`src/rtl/core/x86_real_mode_subset_core_defines.svh`:
```
// Assertion helpers for the core; x86rm_exec is the only file that includes them.
`ifndef X86_REAL_MODE_SUBSET_CORE_DEFINES_SVH
`define X86_REAL_MODE_SUBSET_CORE_DEFINES_SVH

`define X86RM_ASSERT_IMPL(lbl, ante, cons, msg) \
  lbl: assert property (@(posedge clk_i) disable iff (!rst_ni) (ante) |-> (cons)) else $error(msg);

`define X86RM_ASSERT_NEXT(lbl, ante, cons, msg) \
  lbl: assert property (@(posedge clk_i) disable iff (!rst_ni) (ante) |=> (cons)) else $error(msg);

`endif

```
`src/rtl/core/x86rm_pkg.sv`:
```
package x86rm_pkg;

  localparam int unsigned LinAddrBits = 20;
  localparam int unsigned RamBytesBits = 21;

  localparam logic [15:0] FlCf = 16'h0001;
  localparam logic [15:0] FlZf = 16'h0040;
  localparam logic [15:0] FlSf = 16'h0080;
  localparam logic [15:0] FlIf = 16'h0200;
  localparam logic [15:0] FlReset = 16'h0002;
  localparam logic [15:0] SpReset = 16'h7c00;
  localparam logic [15:0] BootIp = 16'h7c00;
  localparam logic [10:0] KibMax = 11'd1024;

  localparam logic [2:0] RegAx = 3'd0;
  localparam logic [2:0] RegDx = 3'd2;
  localparam logic [2:0] RegSp = 3'd4;
  localparam logic [1:0] SegCs = 2'd1;
  localparam logic [1:0] SegSs = 2'd2;

  localparam logic [7:0] OpAddAl = 8'h04;
  localparam logic [7:0] OpSubAl = 8'h2c;
  localparam logic [7:0] OpXor = 8'h31;
  localparam logic [7:0] OpMovRr = 8'h89;
  localparam logic [7:0] OpInImm = 8'he4;
  localparam logic [7:0] OpOutImm = 8'he6;
  localparam logic [7:0] IntVideo = 8'h10;
  localparam logic [7:0] IntMemSize = 8'h12;
  localparam logic [7:0] IntBoot = 8'h19;
  localparam logic [7:0] TtyFunc = 8'h0e;

  typedef enum logic [1:0] {
    ST_OK      = 2'd0,
    ST_HALTED  = 2'd1,
    ST_ERROR   = 2'd2,
    ST_REFUSED = 2'd3
  } status_e;

  typedef enum logic [1:0] {
    IO_NONE  = 2'd0,
    IO_READ  = 2'd1,
    IO_WRITE = 2'd2,
    IO_CONS  = 2'd3
  } io_e;

  typedef enum logic [4:0] {
    CL_MOV16, CL_MOV8, CL_PUSH, CL_POP, CL_INCDEC, CL_NOP, CL_HLT, CL_CLI,
    CL_STI, CL_INT, CL_JMPS, CL_JMPN, CL_JCC, CL_ALU, CL_IN, CL_OUT,
    CL_MODRM, CL_BAD, CL_IRQ
  } class_e;

  typedef struct packed {
    class_e      cls;
    logic [7:0]  opcode;
    logic [7:0]  operand_lo;
    logic [7:0]  operand_hi;
    logic [15:0] stack_word;
    logic [15:0] vector_ip;
    logic [15:0] vector_cs;
    logic [7:0]  io_read_data;
    logic        io_read_ok;
    logic [7:0]  irq_vector;
  } q_item_t;

  typedef struct packed {
    logic [1:0]             mask;
    logic [LinAddrBits-1:0] addr;
    logic [15:0]            data;
  } wr_t;

  typedef struct packed {
    status_e     status;
    logic [15:0] next_ip;
    logic [15:0] code_seg;
    logic [15:0] stack_ptr;
    logic [15:0] stack_seg;
    io_e         io_action;
    logic [15:0] io_port;
    logic [7:0]  byte_out;
  } res_t;

  function automatic logic [LinAddrBits-1:0] lin_addr(logic [15:0] seg, logic [15:0] off);
    logic [LinAddrBits-1:0] s;
    s = {seg, 4'b0000} + {4'b0000, off};
    return s;
  endfunction

  function automatic logic [1:0] wr_mask(logic [LinAddrBits-1:0] a,
                                         logic [RamBytesBits-1:0] rb);
    logic [RamBytesBits-1:0] ax;
    ax = {1'b0, a};
    return {((ax + 21'd1) < rb), (ax < rb)};
  endfunction

endpackage

```
`src/rtl/core/x86rm_if.sv`:
```
interface x86rm_in_if;
  logic        valid;
  logic        ready;
  logic        kind;
  logic [7:0]  opcode;
  logic [7:0]  operand_lo;
  logic [7:0]  operand_hi;
  logic [15:0] stack_word;
  logic [15:0] vector_ip;
  logic [15:0] vector_cs;
  logic [7:0]  io_read_data;
  logic        io_read_ok;
  logic [7:0]  irq_vector;
  modport source (output valid, kind, opcode, operand_lo, operand_hi, stack_word, vector_ip,
                  vector_cs, io_read_data, io_read_ok, irq_vector, input ready);
  modport sink (input valid, kind, opcode, operand_lo, operand_hi, stack_word, vector_ip,
                vector_cs, io_read_data, io_read_ok, irq_vector, output ready);
endinterface

interface x86rm_out_if;
  logic        valid;
  logic        ready;
  logic [1:0]  status;
  logic [15:0] next_ip;
  logic [15:0] code_seg;
  logic [15:0] stack_ptr;
  logic [15:0] stack_seg;
  logic [1:0]  mem_write_mask;
  logic [19:0] mem_write_addr;
  logic [15:0] mem_write_data;
  logic [1:0]  io_action;
  logic [15:0] io_port;
  logic [7:0]  byte_out;
  logic        last;
  modport source (output valid, status, next_ip, code_seg, stack_ptr, stack_seg,
                  mem_write_mask, mem_write_addr, mem_write_data, io_action, io_port,
                  byte_out, last, input ready);
  modport sink (input valid, status, next_ip, code_seg, stack_ptr, stack_seg,
                mem_write_mask, mem_write_addr, mem_write_data, io_action, io_port,
                byte_out, last, output ready);
endinterface

```
`src/rtl/core/x86rm_front.sv`:
```
module x86rm_front (
  input  logic              clk_i,
  input  logic              rst_ni,
  x86rm_in_if.sink          in_i,
  output logic              q_valid_o,
  output x86rm_pkg::q_item_t q_item_o,
  input  logic              q_pop_i
);
  import x86rm_pkg::*;

  q_item_t    mem_q [2];
  logic       wr_ptr_q, rd_ptr_q;
  logic [1:0] cnt_q;
  logic       push;
  class_e     cls;

  always_comb begin
    cls = CL_BAD;
    if (in_i.kind) begin
      cls = CL_IRQ;
    end else begin
      unique case (in_i.opcode) inside
        [8'hb8:8'hbf]:        cls = CL_MOV16;
        [8'hb0:8'hb7]:        cls = CL_MOV8;
        [8'h50:8'h57]:        cls = CL_PUSH;
        [8'h58:8'h5f]:        cls = CL_POP;
        [8'h40:8'h4f]:        cls = CL_INCDEC;
        8'h90:                cls = CL_NOP;
        8'hf4:                cls = CL_HLT;
        8'hfa:                cls = CL_CLI;
        8'hfb:                cls = CL_STI;
        8'hcd:                cls = CL_INT;
        8'heb:                cls = CL_JMPS;
        8'he9:                cls = CL_JMPN;
        8'h74, 8'h75:         cls = CL_JCC;
        8'h3c, 8'h2c, 8'h04:  cls = CL_ALU;
        8'he4, 8'hec:         cls = CL_IN;
        8'he6, 8'hee:         cls = CL_OUT;
        8'h31, 8'h89, 8'h8e:  cls = CL_MODRM;
        default:              cls = CL_BAD;
      endcase
    end
  end

  assign in_i.ready = (cnt_q != 2'd2);
  assign push = in_i.valid && in_i.ready;
  assign q_valid_o = (cnt_q != 2'd0);
  assign q_item_o = mem_q[rd_ptr_q];

  always_ff @(posedge clk_i) begin
    if (push) begin
      mem_q[wr_ptr_q] <= '{cls: cls, opcode: in_i.opcode, operand_lo: in_i.operand_lo,
                           operand_hi: in_i.operand_hi, stack_word: in_i.stack_word,
                           vector_ip: in_i.vector_ip, vector_cs: in_i.vector_cs,
                           io_read_data: in_i.io_read_data, io_read_ok: in_i.io_read_ok,
                           irq_vector: in_i.irq_vector};
    end
  end

  always_ff @(posedge clk_i or negedge rst_ni) begin
    if (!rst_ni) begin
      wr_ptr_q <= 1'b0;
      rd_ptr_q <= 1'b0;
      cnt_q    <= 2'd0;
    end else begin
      if (push) wr_ptr_q <= ~wr_ptr_q;
      if (q_pop_i) rd_ptr_q <= ~rd_ptr_q;
      cnt_q <= cnt_q + {1'b0, push} - {1'b0, q_pop_i};
    end
  end

endmodule

```
`src/rtl/core/x86rm_exec.sv`:
```
module x86rm_exec (
  input  logic               clk_i,
  input  logic               rst_ni,
  input  logic               cfg_we_i,
  input  logic [10:0]        cfg_wdata_i,
  input  logic               q_valid_i,
  input  x86rm_pkg::q_item_t q_item_i,
  output logic               q_pop_o,
  x86rm_out_if.source        out_o
);
  import x86rm_pkg::*;
  `include "x86_real_mode_subset_core_defines.svh"

  logic [15:0] gr_q [8];
  logic [15:0] gr_d [8];
  logic [15:0] sg_q [4];
  logic [15:0] sg_d [4];
  logic [15:0] ip_q, ip_d, fl_q, fl_d;
  logic        halt_q, halt_d;
  logic [10:0] kib_q, kib;
  logic [RamBytesBits-1:0] rb;

  logic [1:0] cnt_q;
  res_t       res_q, res;
  wr_t        slot_q [3];
  wr_t        w [3];
  logic [1:0] nres;

  logic [7:0]  op, b1, al, ar;
  logic [15:0] imm, sp, sp1, sp2, sp3, sx, v, pv, rr;
  logic [2:0]  src, dst;
  logic [LinAddrBits-1:0] pa;
  logic [RamBytesBits-1:0] paw;
  logic [10:0] ivt;
  logic        take, car;

  assign kib = (kib_q == 11'd0 || kib_q > KibMax) ? KibMax : kib_q;
  assign rb = {kib[9:0] == 10'd0 ? kib : kib, 10'b0} ;
  assign op = q_item_i.opcode;
  assign b1 = q_item_i.operand_lo;
  assign imm = {q_item_i.operand_hi, b1};
  assign sp = gr_q[RegSp];
  assign sp1 = sp - 16'd2;
  assign sp2 = sp - 16'd4;
  assign sp3 = sp - 16'd6;
  assign sx = {{8{b1[7]}}, b1};
  assign al = gr_q[RegAx][7:0];
  assign src = b1[5:3];
  assign dst = b1[2:0];
  assign pa = lin_addr(sg_q[SegSs], sp);
  assign paw = {1'b0, pa};
  assign ivt = {1'b0, q_item_i.irq_vector, 2'b00};
  assign q_pop_o = q_valid_i && (cnt_q == 2'd0 || (cnt_q == 2'd1 && out_o.ready));

  always_comb begin
    gr_d = gr_q;
    sg_d = sg_q;
    ip_d = ip_q;
    fl_d = fl_q;
    halt_d = halt_q;
    res = '0;
    res.status = ST_OK;
    res.io_action = IO_NONE;
    w[0] = '0;
    w[1] = '0;
    w[2] = '0;
    nres = 2'd1;
    v = '0;
    pv = '0;
    rr = '0;
    ar = '0;
    take = 1'b0;
    car = 1'b0;
    if (q_item_i.cls == CL_IRQ) begin
      if (!fl_q[9] || ({10'b0, ivt} + 21'd3) >= rb) begin
        res.status = ST_REFUSED;
      end else begin
        nres = 2'd3;
        w[0] = '{mask: wr_mask(lin_addr(sg_q[SegSs], sp1), rb),
                 addr: lin_addr(sg_q[SegSs], sp1), data: fl_q};
        w[1] = '{mask: wr_mask(lin_addr(sg_q[SegSs], sp2), rb),
                 addr: lin_addr(sg_q[SegSs], sp2), data: sg_q[SegCs]};
        w[2] = '{mask: wr_mask(lin_addr(sg_q[SegSs], sp3), rb),
                 addr: lin_addr(sg_q[SegSs], sp3), data: ip_q};
        gr_d[RegSp] = sp3;
        fl_d = fl_q & ~FlIf;
        ip_d = q_item_i.vector_ip;
        sg_d[SegCs] = q_item_i.vector_cs;
        halt_d = 1'b0;
      end
    end else if (halt_q) begin
      res.status = ST_HALTED;
    end else begin
      ip_d = ip_q + 16'd1;
      unique case (q_item_i.cls)
        CL_MOV16: begin
          gr_d[op[2:0]] = imm;
          ip_d = ip_q + 16'd3;
        end
        CL_MOV8: begin
          if (op[2]) gr_d[{1'b0, op[1:0]}][15:8] = b1;
          else gr_d[{1'b0, op[1:0]}][7:0] = b1;
          ip_d = ip_q + 16'd2;
        end
        CL_PUSH: begin
          gr_d[RegSp] = sp1;
          w[0] = '{mask: wr_mask(lin_addr(sg_q[SegSs], sp1), rb),
                   addr: lin_addr(sg_q[SegSs], sp1), data: gr_q[op[2:0]]};
        end
        CL_POP: begin
          pv = q_item_i.stack_word;
          if (paw >= rb) pv[7:0] = 8'hff;
          if ((paw + 21'd1) >= rb) pv[15:8] = 8'hff;
          gr_d[RegSp] = sp + 16'd2;
          gr_d[op[2:0]] = pv;
        end
        CL_INCDEC: begin
          v = op[3] ? gr_q[op[2:0]] - 16'd1 : gr_q[op[2:0]] + 16'd1;
          gr_d[op[2:0]] = v;
          fl_d = (fl_q & ~FlZf) | ((v == 16'd0) ? FlZf : 16'd0);
        end
        CL_NOP: begin
        end
        CL_HLT: begin
          halt_d = 1'b1;
          res.status = ST_HALTED;
        end
        CL_CLI: fl_d = fl_q & ~FlIf;
        CL_STI: fl_d = fl_q | FlIf;
        CL_INT: begin
          ip_d = ip_q + 16'd2;
          if (b1 == IntVideo && gr_q[RegAx][15:8] == TtyFunc) begin
            res.io_action = IO_CONS;
            res.byte_out = al;
          end else if (b1 == IntMemSize) begin
            gr_d[RegAx] = {5'b0, kib};
          end else if (b1 == IntBoot) begin
            sg_d[SegCs] = '0;
            ip_d = BootIp;
          end else begin
            res.status = ST_ERROR;
          end
        end
        CL_JMPS: ip_d = ip_q + 16'd2 + sx;
        CL_JMPN: ip_d = ip_q + 16'd3 + imm;
        CL_JCC: begin
          take = (fl_q[6] == ~op[0]);
          ip_d = ip_q + 16'd2 + (take ? sx : 16'd0);
        end
        CL_ALU: begin
          ip_d = ip_q + 16'd2;
          if (op == OpAddAl) begin
            {car, ar} = {1'b0, al} + {1'b0, b1};
          end else begin
            ar = al - b1;
            car = (al < b1);
          end
          if (op == OpAddAl || op == OpSubAl) gr_d[RegAx][7:0] = ar;
          fl_d = (fl_q & ~(FlZf | FlSf | FlCf)) | ((ar == 8'd0) ? FlZf : 16'd0) |
                 (ar[7] ? FlSf : 16'd0) | (car ? FlCf : 16'd0);
        end
        CL_IN, CL_OUT: begin
          if (op == OpInImm || op == OpOutImm) begin
            ip_d = ip_q + 16'd2;
            res.io_port = {8'd0, b1};
          end else begin
            res.io_port = gr_q[RegDx];
          end
          if (q_item_i.cls == CL_IN) begin
            res.io_action = IO_READ;
            gr_d[RegAx][7:0] = q_item_i.io_read_ok ? q_item_i.io_read_data : 8'hff;
          end else begin
            res.io_action = IO_WRITE;
            res.byte_out = al;
          end
        end
        CL_MODRM: begin
          ip_d = ip_q + 16'd2;
          if (b1[7:6] != 2'b11) begin
            res.status = ST_ERROR;
          end else if (op == OpXor) begin
            rr = gr_q[dst] ^ gr_q[src];
            gr_d[dst] = rr;
            fl_d = (fl_q & ~(FlZf | FlSf | FlCf)) | ((rr == 16'd0) ? FlZf : 16'd0) |
                   (rr[15] ? FlSf : 16'd0);
          end else if (op == OpMovRr) begin
            gr_d[dst] = gr_q[src];
          end else if (src[1:0] == SegCs) begin
            res.status = ST_ERROR;
          end else begin
            sg_d[src[1:0]] = gr_q[dst];
          end
        end
        default: res.status = ST_ERROR;
      endcase
    end
    res.next_ip = ip_d;
    res.code_seg = sg_d[SegCs];
    res.stack_ptr = gr_d[RegSp];
    res.stack_seg = sg_d[SegSs];
  end

  always_ff @(posedge clk_i or negedge rst_ni) begin
    if (!rst_ni) begin
      for (int i = 0; i < 8; i++) gr_q[i] <= '0;
      gr_q[RegSp] <= SpReset;
      for (int i = 0; i < 4; i++) sg_q[i] <= '0;
      ip_q   <= '0;
      fl_q   <= FlReset;
      halt_q <= 1'b0;
      kib_q  <= KibMax;
      cnt_q  <= 2'd0;
    end else begin
      if (cfg_we_i) kib_q <= cfg_wdata_i;
      if (q_pop_o) begin
        gr_q   <= gr_d;
        sg_q   <= sg_d;
        ip_q   <= ip_d;
        fl_q   <= fl_d;
        halt_q <= halt_d;
        cnt_q  <= nres;
      end else if (out_o.valid && out_o.ready) begin
        cnt_q <= cnt_q - 2'd1;
      end
    end
  end

  always_ff @(posedge clk_i) begin
    if (q_pop_o) begin
      res_q <= res;
      slot_q <= w;
    end else if (out_o.valid && out_o.ready) begin
      slot_q[0] <= slot_q[1];
      slot_q[1] <= slot_q[2];
    end
  end

  assign out_o.valid = (cnt_q != 2'd0);
  assign out_o.last = (cnt_q == 2'd1);
  assign out_o.status = res_q.status;
  assign out_o.next_ip = res_q.next_ip;
  assign out_o.code_seg = res_q.code_seg;
  assign out_o.stack_ptr = res_q.stack_ptr;
  assign out_o.stack_seg = res_q.stack_seg;
  assign out_o.io_action = res_q.io_action;
  assign out_o.io_port = res_q.io_port;
  assign out_o.byte_out = res_q.byte_out;
  assign out_o.mem_write_mask = slot_q[0].mask;
  assign out_o.mem_write_addr = slot_q[0].addr;
  assign out_o.mem_write_data = slot_q[0].data;

  `X86RM_ASSERT_NEXT(a_multi_hold, out_o.valid && !out_o.last, out_o.valid, "results dropped")
  `X86RM_ASSERT_IMPL(a_pop_space, q_pop_o, cnt_q == 2'd0 || (cnt_q == 2'd1 && out_o.ready), "pop without room")
  `X86RM_ASSERT_IMPL(a_refused_single, out_o.valid && out_o.status == ST_REFUSED, out_o.last, "refused item not single")

endmodule

```
`src/rtl/core/x86_real_mode_subset_core.sv`:
```
// An accepted item waits in the queue; once popped, its result is registered in the
// result stage. One instruction per cycle while the output is ready; an accepted
// interrupt holds the result stage until all three of its stack writes are sent.
// A two-entry queue separates the decode side from the execute side.
// Reset is asynchronous and active low; registers and memory size return to their
// power-on values, and both queue and result stage empty.
module x86_real_mode_subset_core (
  input  logic        clk_i,
  input  logic        rst_ni,
  input  logic        cfg_we_i,
  input  logic [10:0] cfg_wdata_i,
  x86rm_in_if.sink    in_i,
  x86rm_out_if.source out_o
);
  import x86rm_pkg::*;

  logic    q_valid, q_pop;
  q_item_t q_item;

  x86rm_front u_front (
    .clk_i     (clk_i),
    .rst_ni    (rst_ni),
    .in_i      (in_i),
    .q_valid_o (q_valid),
    .q_item_o  (q_item),
    .q_pop_i   (q_pop)
  );

  x86rm_exec u_exec (
    .clk_i       (clk_i),
    .rst_ni      (rst_ni),
    .cfg_we_i    (cfg_we_i),
    .cfg_wdata_i (cfg_wdata_i),
    .q_valid_i   (q_valid),
    .q_item_i    (q_item),
    .q_pop_o     (q_pop),
    .out_o       (out_o)
  );

endmodule
```
`src/flat_wrapper.sv`:
```
// flat-port wrapper written by rule: the top's interface ports become plain ports
module x86_real_mode_subset_core_flat import x86rm_pkg::*;
  (clk_i, rst_ni, cfg_we_i, cfg_wdata_i, in_i_valid, in_i_kind, in_i_opcode, in_i_operand_lo, in_i_operand_hi, in_i_stack_word, in_i_vector_ip, in_i_vector_cs, in_i_io_read_data, in_i_io_read_ok, in_i_irq_vector, in_i_ready, out_o_valid, out_o_status, out_o_next_ip, out_o_code_seg, out_o_stack_ptr, out_o_stack_seg, out_o_mem_write_mask, out_o_mem_write_addr, out_o_mem_write_data, out_o_io_action, out_o_io_port, out_o_byte_out, out_o_last, out_o_ready);
  x86rm_in_if in_i_i ();
  x86rm_out_if out_o_i ();
  input  logic clk_i;
  input  logic rst_ni;
  input  logic cfg_we_i;
  input  logic [10:0] cfg_wdata_i;
  input wire logic [$bits(in_i_i.valid)-1:0] in_i_valid;
  input wire logic [$bits(in_i_i.kind)-1:0] in_i_kind;
  input wire logic [$bits(in_i_i.opcode)-1:0] in_i_opcode;
  input wire logic [$bits(in_i_i.operand_lo)-1:0] in_i_operand_lo;
  input wire logic [$bits(in_i_i.operand_hi)-1:0] in_i_operand_hi;
  input wire logic [$bits(in_i_i.stack_word)-1:0] in_i_stack_word;
  input wire logic [$bits(in_i_i.vector_ip)-1:0] in_i_vector_ip;
  input wire logic [$bits(in_i_i.vector_cs)-1:0] in_i_vector_cs;
  input wire logic [$bits(in_i_i.io_read_data)-1:0] in_i_io_read_data;
  input wire logic [$bits(in_i_i.io_read_ok)-1:0] in_i_io_read_ok;
  input wire logic [$bits(in_i_i.irq_vector)-1:0] in_i_irq_vector;
  output wire logic [$bits(in_i_i.ready)-1:0] in_i_ready;
  output wire logic [$bits(out_o_i.valid)-1:0] out_o_valid;
  output wire logic [$bits(out_o_i.status)-1:0] out_o_status;
  output wire logic [$bits(out_o_i.next_ip)-1:0] out_o_next_ip;
  output wire logic [$bits(out_o_i.code_seg)-1:0] out_o_code_seg;
  output wire logic [$bits(out_o_i.stack_ptr)-1:0] out_o_stack_ptr;
  output wire logic [$bits(out_o_i.stack_seg)-1:0] out_o_stack_seg;
  output wire logic [$bits(out_o_i.mem_write_mask)-1:0] out_o_mem_write_mask;
  output wire logic [$bits(out_o_i.mem_write_addr)-1:0] out_o_mem_write_addr;
  output wire logic [$bits(out_o_i.mem_write_data)-1:0] out_o_mem_write_data;
  output wire logic [$bits(out_o_i.io_action)-1:0] out_o_io_action;
  output wire logic [$bits(out_o_i.io_port)-1:0] out_o_io_port;
  output wire logic [$bits(out_o_i.byte_out)-1:0] out_o_byte_out;
  output wire logic [$bits(out_o_i.last)-1:0] out_o_last;
  input wire logic [$bits(out_o_i.ready)-1:0] out_o_ready;
  assign in_i_i.valid = in_i_valid;
  assign in_i_i.kind = in_i_kind;
  assign in_i_i.opcode = in_i_opcode;
  assign in_i_i.operand_lo = in_i_operand_lo;
  assign in_i_i.operand_hi = in_i_operand_hi;
  assign in_i_i.stack_word = in_i_stack_word;
  assign in_i_i.vector_ip = in_i_vector_ip;
  assign in_i_i.vector_cs = in_i_vector_cs;
  assign in_i_i.io_read_data = in_i_io_read_data;
  assign in_i_i.io_read_ok = in_i_io_read_ok;
  assign in_i_i.irq_vector = in_i_irq_vector;
  assign in_i_ready = in_i_i.ready;
  assign out_o_valid = out_o_i.valid;
  assign out_o_status = out_o_i.status;
  assign out_o_next_ip = out_o_i.next_ip;
  assign out_o_code_seg = out_o_i.code_seg;
  assign out_o_stack_ptr = out_o_i.stack_ptr;
  assign out_o_stack_seg = out_o_i.stack_seg;
  assign out_o_mem_write_mask = out_o_i.mem_write_mask;
  assign out_o_mem_write_addr = out_o_i.mem_write_addr;
  assign out_o_mem_write_data = out_o_i.mem_write_data;
  assign out_o_io_action = out_o_i.io_action;
  assign out_o_io_port = out_o_i.io_port;
  assign out_o_byte_out = out_o_i.byte_out;
  assign out_o_last = out_o_i.last;
  assign out_o_i.ready = out_o_ready;
  x86_real_mode_subset_core u_core (.clk_i(clk_i), .rst_ni(rst_ni), .cfg_we_i(cfg_we_i), .cfg_wdata_i(cfg_wdata_i), .in_i(in_i_i), .out_o(out_o_i));
endmodule
```
`config.mk`:
```
export PLATFORM = sky130hd
export DESIGN_NAME = x86_real_mode_subset_core_flat
export DESIGN_NICKNAME = d
export VERILOG_FILES = /design/src/rtl/core/x86rm_pkg.sv /design/src/rtl/core/x86rm_if.sv /design/src/rtl/core/x86rm_front.sv /design/src/rtl/core/x86rm_exec.sv /design/src/rtl/core/x86_real_mode_subset_core.sv /design/src/flat_wrapper.sv
export VERILOG_INCLUDE_DIRS = /design/src /design/src/rtl/core
export SDC_FILE = /design/constraint.sdc
export NUM_CORES = 2
export LEC_CHECK = 0
export BUFFER_PORTS_ARGS = -buffer_cell sky130_fd_sc_hd__buf_2
export CAP_MARGIN = 40
export CORE_ASPECT_RATIO = 0.5
export CORE_UTILIZATION = 40
export CTS_CLUSTER_SIZE = 20
export DETAILED_ROUTE_END_ITERATION = 10
export PLACE_DENSITY_LB_ADDON = 0.15
export SLEW_MARGIN = 15
export SYNTH_ARGS = -nofsm -noshare
export SYNTH_HDL_FRONTEND = slang
export SYNTH_SLANG_ARGS = --single-unit
```
`constraint.sdc`:
```
create_clock -name clk_i -period 21.2 [get_ports clk_i]
set_clock_uncertainty 0.15 [all_clocks]
set_input_delay 4.24 -clock clk_i [delete_from_list [all_inputs] [get_ports clk_i]]
set_output_delay 4.24 -clock clk_i [all_outputs]
set_load 0.005 [all_outputs]
```
==> metrics.txt <==
# nets final 5,564; fmax 121 MHz; worst skew pair latency 740 ps; largest net degree at the start of global routing 138; post-CTS sizing 0; WL per Instance 35.7 um; sw power 5290 uW; CP top delay family simple AND/OR/NAND/NOR gates; final critical-path required period 8240 ps; CP arrival 8510 ps; critical register-to-register path startpoint u_core.u_exec.sp[7]; Tcrit/Tclk final 0.389; HPWL Detailed 176,000 um; cells after synthesis 5,089; GPL Wtd Cong 1.09; Synth area leaders edfxtp_1 (25%), dfrtp_1 (11%), ha_1 (5.8%); Total GRT Usage 0.411; CTS root buf clkbuf_16; flop2flop setup slack 12,960 ps; synth-to-layout area growth 13.0%; Post-Syn Nets 5,412; CTS tree built; clock network power share 0.125; Clock transition at path regs 70 ps; Hold WC Path Type flip-flop to flip-flop; synth cell count leaders nand2_1 (615), nor2_1 (413), edfxtp_1 (378), o21ai_0 (369), a21oi_1 (365); WP data required 21,470 ps; status complete, no violations; maximum vdd drop 0.107 mV; number of setup violations in the final report 0; r2r endpoint u_core.u_exec.out_o.stack_ptr[13]; cell taking the most area after synthesis edfxtp_1; flops & latches, synth 576; core area 111,000 sq um; logic gate share of total power 0.644; Hold Slack 367 ps; Synth top area share 0.252; number of vias per cell 6.93; Hold Buf Count CTS 0; Crit. End Element flip-flop; post-synthesis async set-or-reset flop share 0.344; initial core utilization 0.406; top-count cell post-synth nand2_1; Crit Path Class flip-flop to flip-flop; P_int 4250 uW; vias in the first global route 43,074; gr ovfl total 0; via count 47,298; Die W 477 um; number of antenna violations at the first check in global routing 25; RSZ-0062 raised after global routing false; DR pass1 iterations 10; Setup crit start kind flip-flop; Starting DRT DRC Count 7,535; mean post-synth cell area 8.85 sq um; hold path cells 2; fillers 10,820; H-tree levels 2; row cnt 86; Slew HR 0.311; die area 114,000 sq um; Worst-Margin Slew 1030 ps; max incr delay on CP 890 ps; CP Cell Sequence buf_4 -> ha_1 -> o21a_1 -> a211o_1 -> a21oi_1 -> o21ba_2 -> or4b_2 -> nand3_1 -> nor3b_1 -> and3_1 -> nand3_1 -> xnor2_1 -> ha_1 -> and4_1 -> nand2_1 -> nor3_1 -> o2111ai_1 -> or4b_1 -> nand2_1 -> a211oi_1 -> buf_2 -> o221ai_2 -> a21oi_1 -> a221oi_1; worst-case clock buffer depth 3; CTS Sinks 576; layout cells sized above 1 0.153; pwr/cell area 187 nW/um^2; Synth Cell Area 45,000 sq um; final WL 243,000 um; clock buffer count from CTS 60; PortBufs 230; Post-CTS Setup Bufs 0; Most used DFF post-synth edfxtp_1; maxcap violations 0; Static Leak 0.0198 uW; Chip Height 239 um; final antenna-violating net count 0; Sw Share 0.554; Yosys cell types 104; Final Slew Violations 0; TNS Setup 0 ps; sequential power share 0.230; CP max FO 21; Slowest-stage cell, CP or4b_1; EDFF count, synth 378; first-pass GRT wire length 333,000 um; DR DRC count 0; Final Hold Vio Count 0; Register-to-Register Path Depth 24; min-delay src u_core.u_exec.sg_q[36]; I/O pins 239; register area share after synthesis 0.362; Yosys warning count 0; Min-Delay Endpoint u_core.u_exec.sg_q[36]; WP buf/inv 2
state kept, by name, summed over array words and instances (netlist names), 2 cells and up:
| signal | cells |
|---|---|
| u_core.u_exec.out_o.mem_write_mask | 2 |
| u_core.u_exec.out_o.stack_seg | 16 |
| u_core.u_exec.ip_q | 16 |
| u_core.u_exec.kib_q | 11 |
| u_core.u_exec.slot_q | 76 |
| u_core.u_front.mem_q | 172 |
| u_core.u_exec.out_o.io_port | 16 |
| u_core.u_exec.out_o.status | 2 |
| u_core.u_exec.sg_q | 32 |
| u_core.u_exec.out_o.code_seg | 16 |
| u_core.u_exec.al | 8 |
| u_core.u_exec.sp | 16 |
| u_core.u_exec.out_o.stack_ptr | 16 |
| u_core.u_exec.out_o.mem_write_addr | 20 |
| u_core.u_exec.gr_q | 104 |
| u_core.u_exec.out_o.mem_write_data | 16 |
| u_core.u_exec.fl_q | 4 |
| u_core.u_exec.out_o.io_action | 2 |
| u_core.u_exec.cnt_q | 2 |
| u_core.u_exec.out_o.next_ip | 16 |
| u_core.u_exec.out_o.byte_out | 8 |
| u_core.u_front.cnt_q | 2 |
placed cells by master, fill, tap and decap left out, types with 25 or more instances in the layout:
cell,n
xor2_1,69
o21a_1,31
ha_1,208
nor2_1,403
mux2_2,43
edfxtp_1,378
a211oi_1,163
and2_1,32
nand2b_1,39
and3_1,59
a221oi_1,67
buf_2,243
a221o_1,29
nor2b_1,67
diode_2,34
or3_1,25
buf_4,223
mux4_2,39
a31oi_1,42
clkbuf_16,60
nand2_1,614
a21o_1,54
o22ai_1,51
a22o_1,47
a21oi_1,362
nand4_1,37
o211ai_1,39
nand3_1,101
o221ai_1,127
o31ai_1,67
a2111oi_0,29
mux2i_1,91
inv_1,104
dfrtp_1,191
nor3_1,122
xnor2_1,150
nor4_1,33
o21ai_0,360
how the worst max path moves through the flow:
| stage | startpoint | depth (start not counted) | slack [ps] | to |
|---|---|---|---|---|
| after floorplan | out_o_ready | 11 | 10850 | u_core.u_front.cnt_q[1] |
| after global placement | out_o_ready | 10 | 13240 | u_core.u_exec.gr_q[82] |
| after detailed placement | u_core.u_exec.sp[7] | 24 | 13270 | u_core.u_exec.out_o.stack_ptr[13] |
| after CTS | u_core.u_exec.sp[7] | 24 | 13210 | u_core.u_exec.out_o.stack_ptr[13] |
| after global routing | u_core.u_exec.sp[7] | 24 | 12790 | u_core.u_exec.out_o.stack_ptr[13] |
| final | u_core.u_exec.sp[7] | 24 | 12960 | u_core.u_exec.out_o.stack_ptr[13] |
power by group through the flow:
stage	combinational, uW	clock (uW)	sequential, uW
finish	6150	1200	2200
floorplan	3440	0	2010
global route	6320	1240	2230
global placement	5580	0	2180
CTS	5750	1210	2170
detailed placement	5720	0	2190
cell families after synthesis:
logic type      share of synthesized area
mux                                0.0536
fa+ha+maj                          0.0618
buf+inv                            0.0501
xor+xnor                           0.0443
flops                               0.362
compound gates                      0.256
simple gates                        0.172
worst register-to-register path: stages, from the launching register on:
cell and delay (ps):
dfrtp_1 360, buf_4 230, ha_1 430, o21a_1 230
a211o_1 180, a21oi_1 70, o21ba_2 230, or4b_2 610
nand3_1 180, nor3b_1 400, and3_1 260, nand3_1 120
xnor2_1 170, ha_1 300, and4_1 240, nand2_1 60
nor3_1 270, o2111ai_1 170, or4b_1 890, nand2_1 560
a211oi_1 120, buf_2 220, o221ai_2 750, a21oi_1 250
a221oi_1 520
per-layer routing:
layer	vias up	part of all wire	GRT usage
li1	19675	-	-
met3	945	0.16	0.226
met2	3549	0.39	0.559
met4	20	0.062	0.209
met1	23109	0.39	0.517
met5	-	0.00069	0
per-stage QoR:
stage / total power, uW / setup WS [ps] / instances / utilization / area (sq um)
4_1_cts: 9120 / 13210 / 6770 / 0.457 / 50600
5_1_grt: 9790 / 12790 / 6790 / 0.459 / 50800
6_report: 9540 / 12960 / 6823 / 0.459 / 50900
3_3_place_gp: 7770 / 13240 / 6603 / 0.433 / 48000
2_1_floorplan: 5460 / 10850 / 5089 / - / 45000
3_5_place_dp: 7910 / 13270 / 6656 / 0.437 / 48500
final cells by class:
type / instances / area (sq um) / share of cell area
Multi-Input combinational cell: 3999 / 26800 / 0.526
Antenna cell: 34 / 85.1 / 0.00167
Clock buffer: 67 / 1570 / 0.0308
Timing Repair Buffer: 491 / 3290 / 0.0646
Clock inverter: 47 / 572 / 0.0112
Sequential cell: 576 / 16300 / 0.321
Tap cell: 1496 / 1870 / 0.0368
Inverter: 113 / 432 / 0.00848
Note: power is estimated with default switching activity, not from simulation.
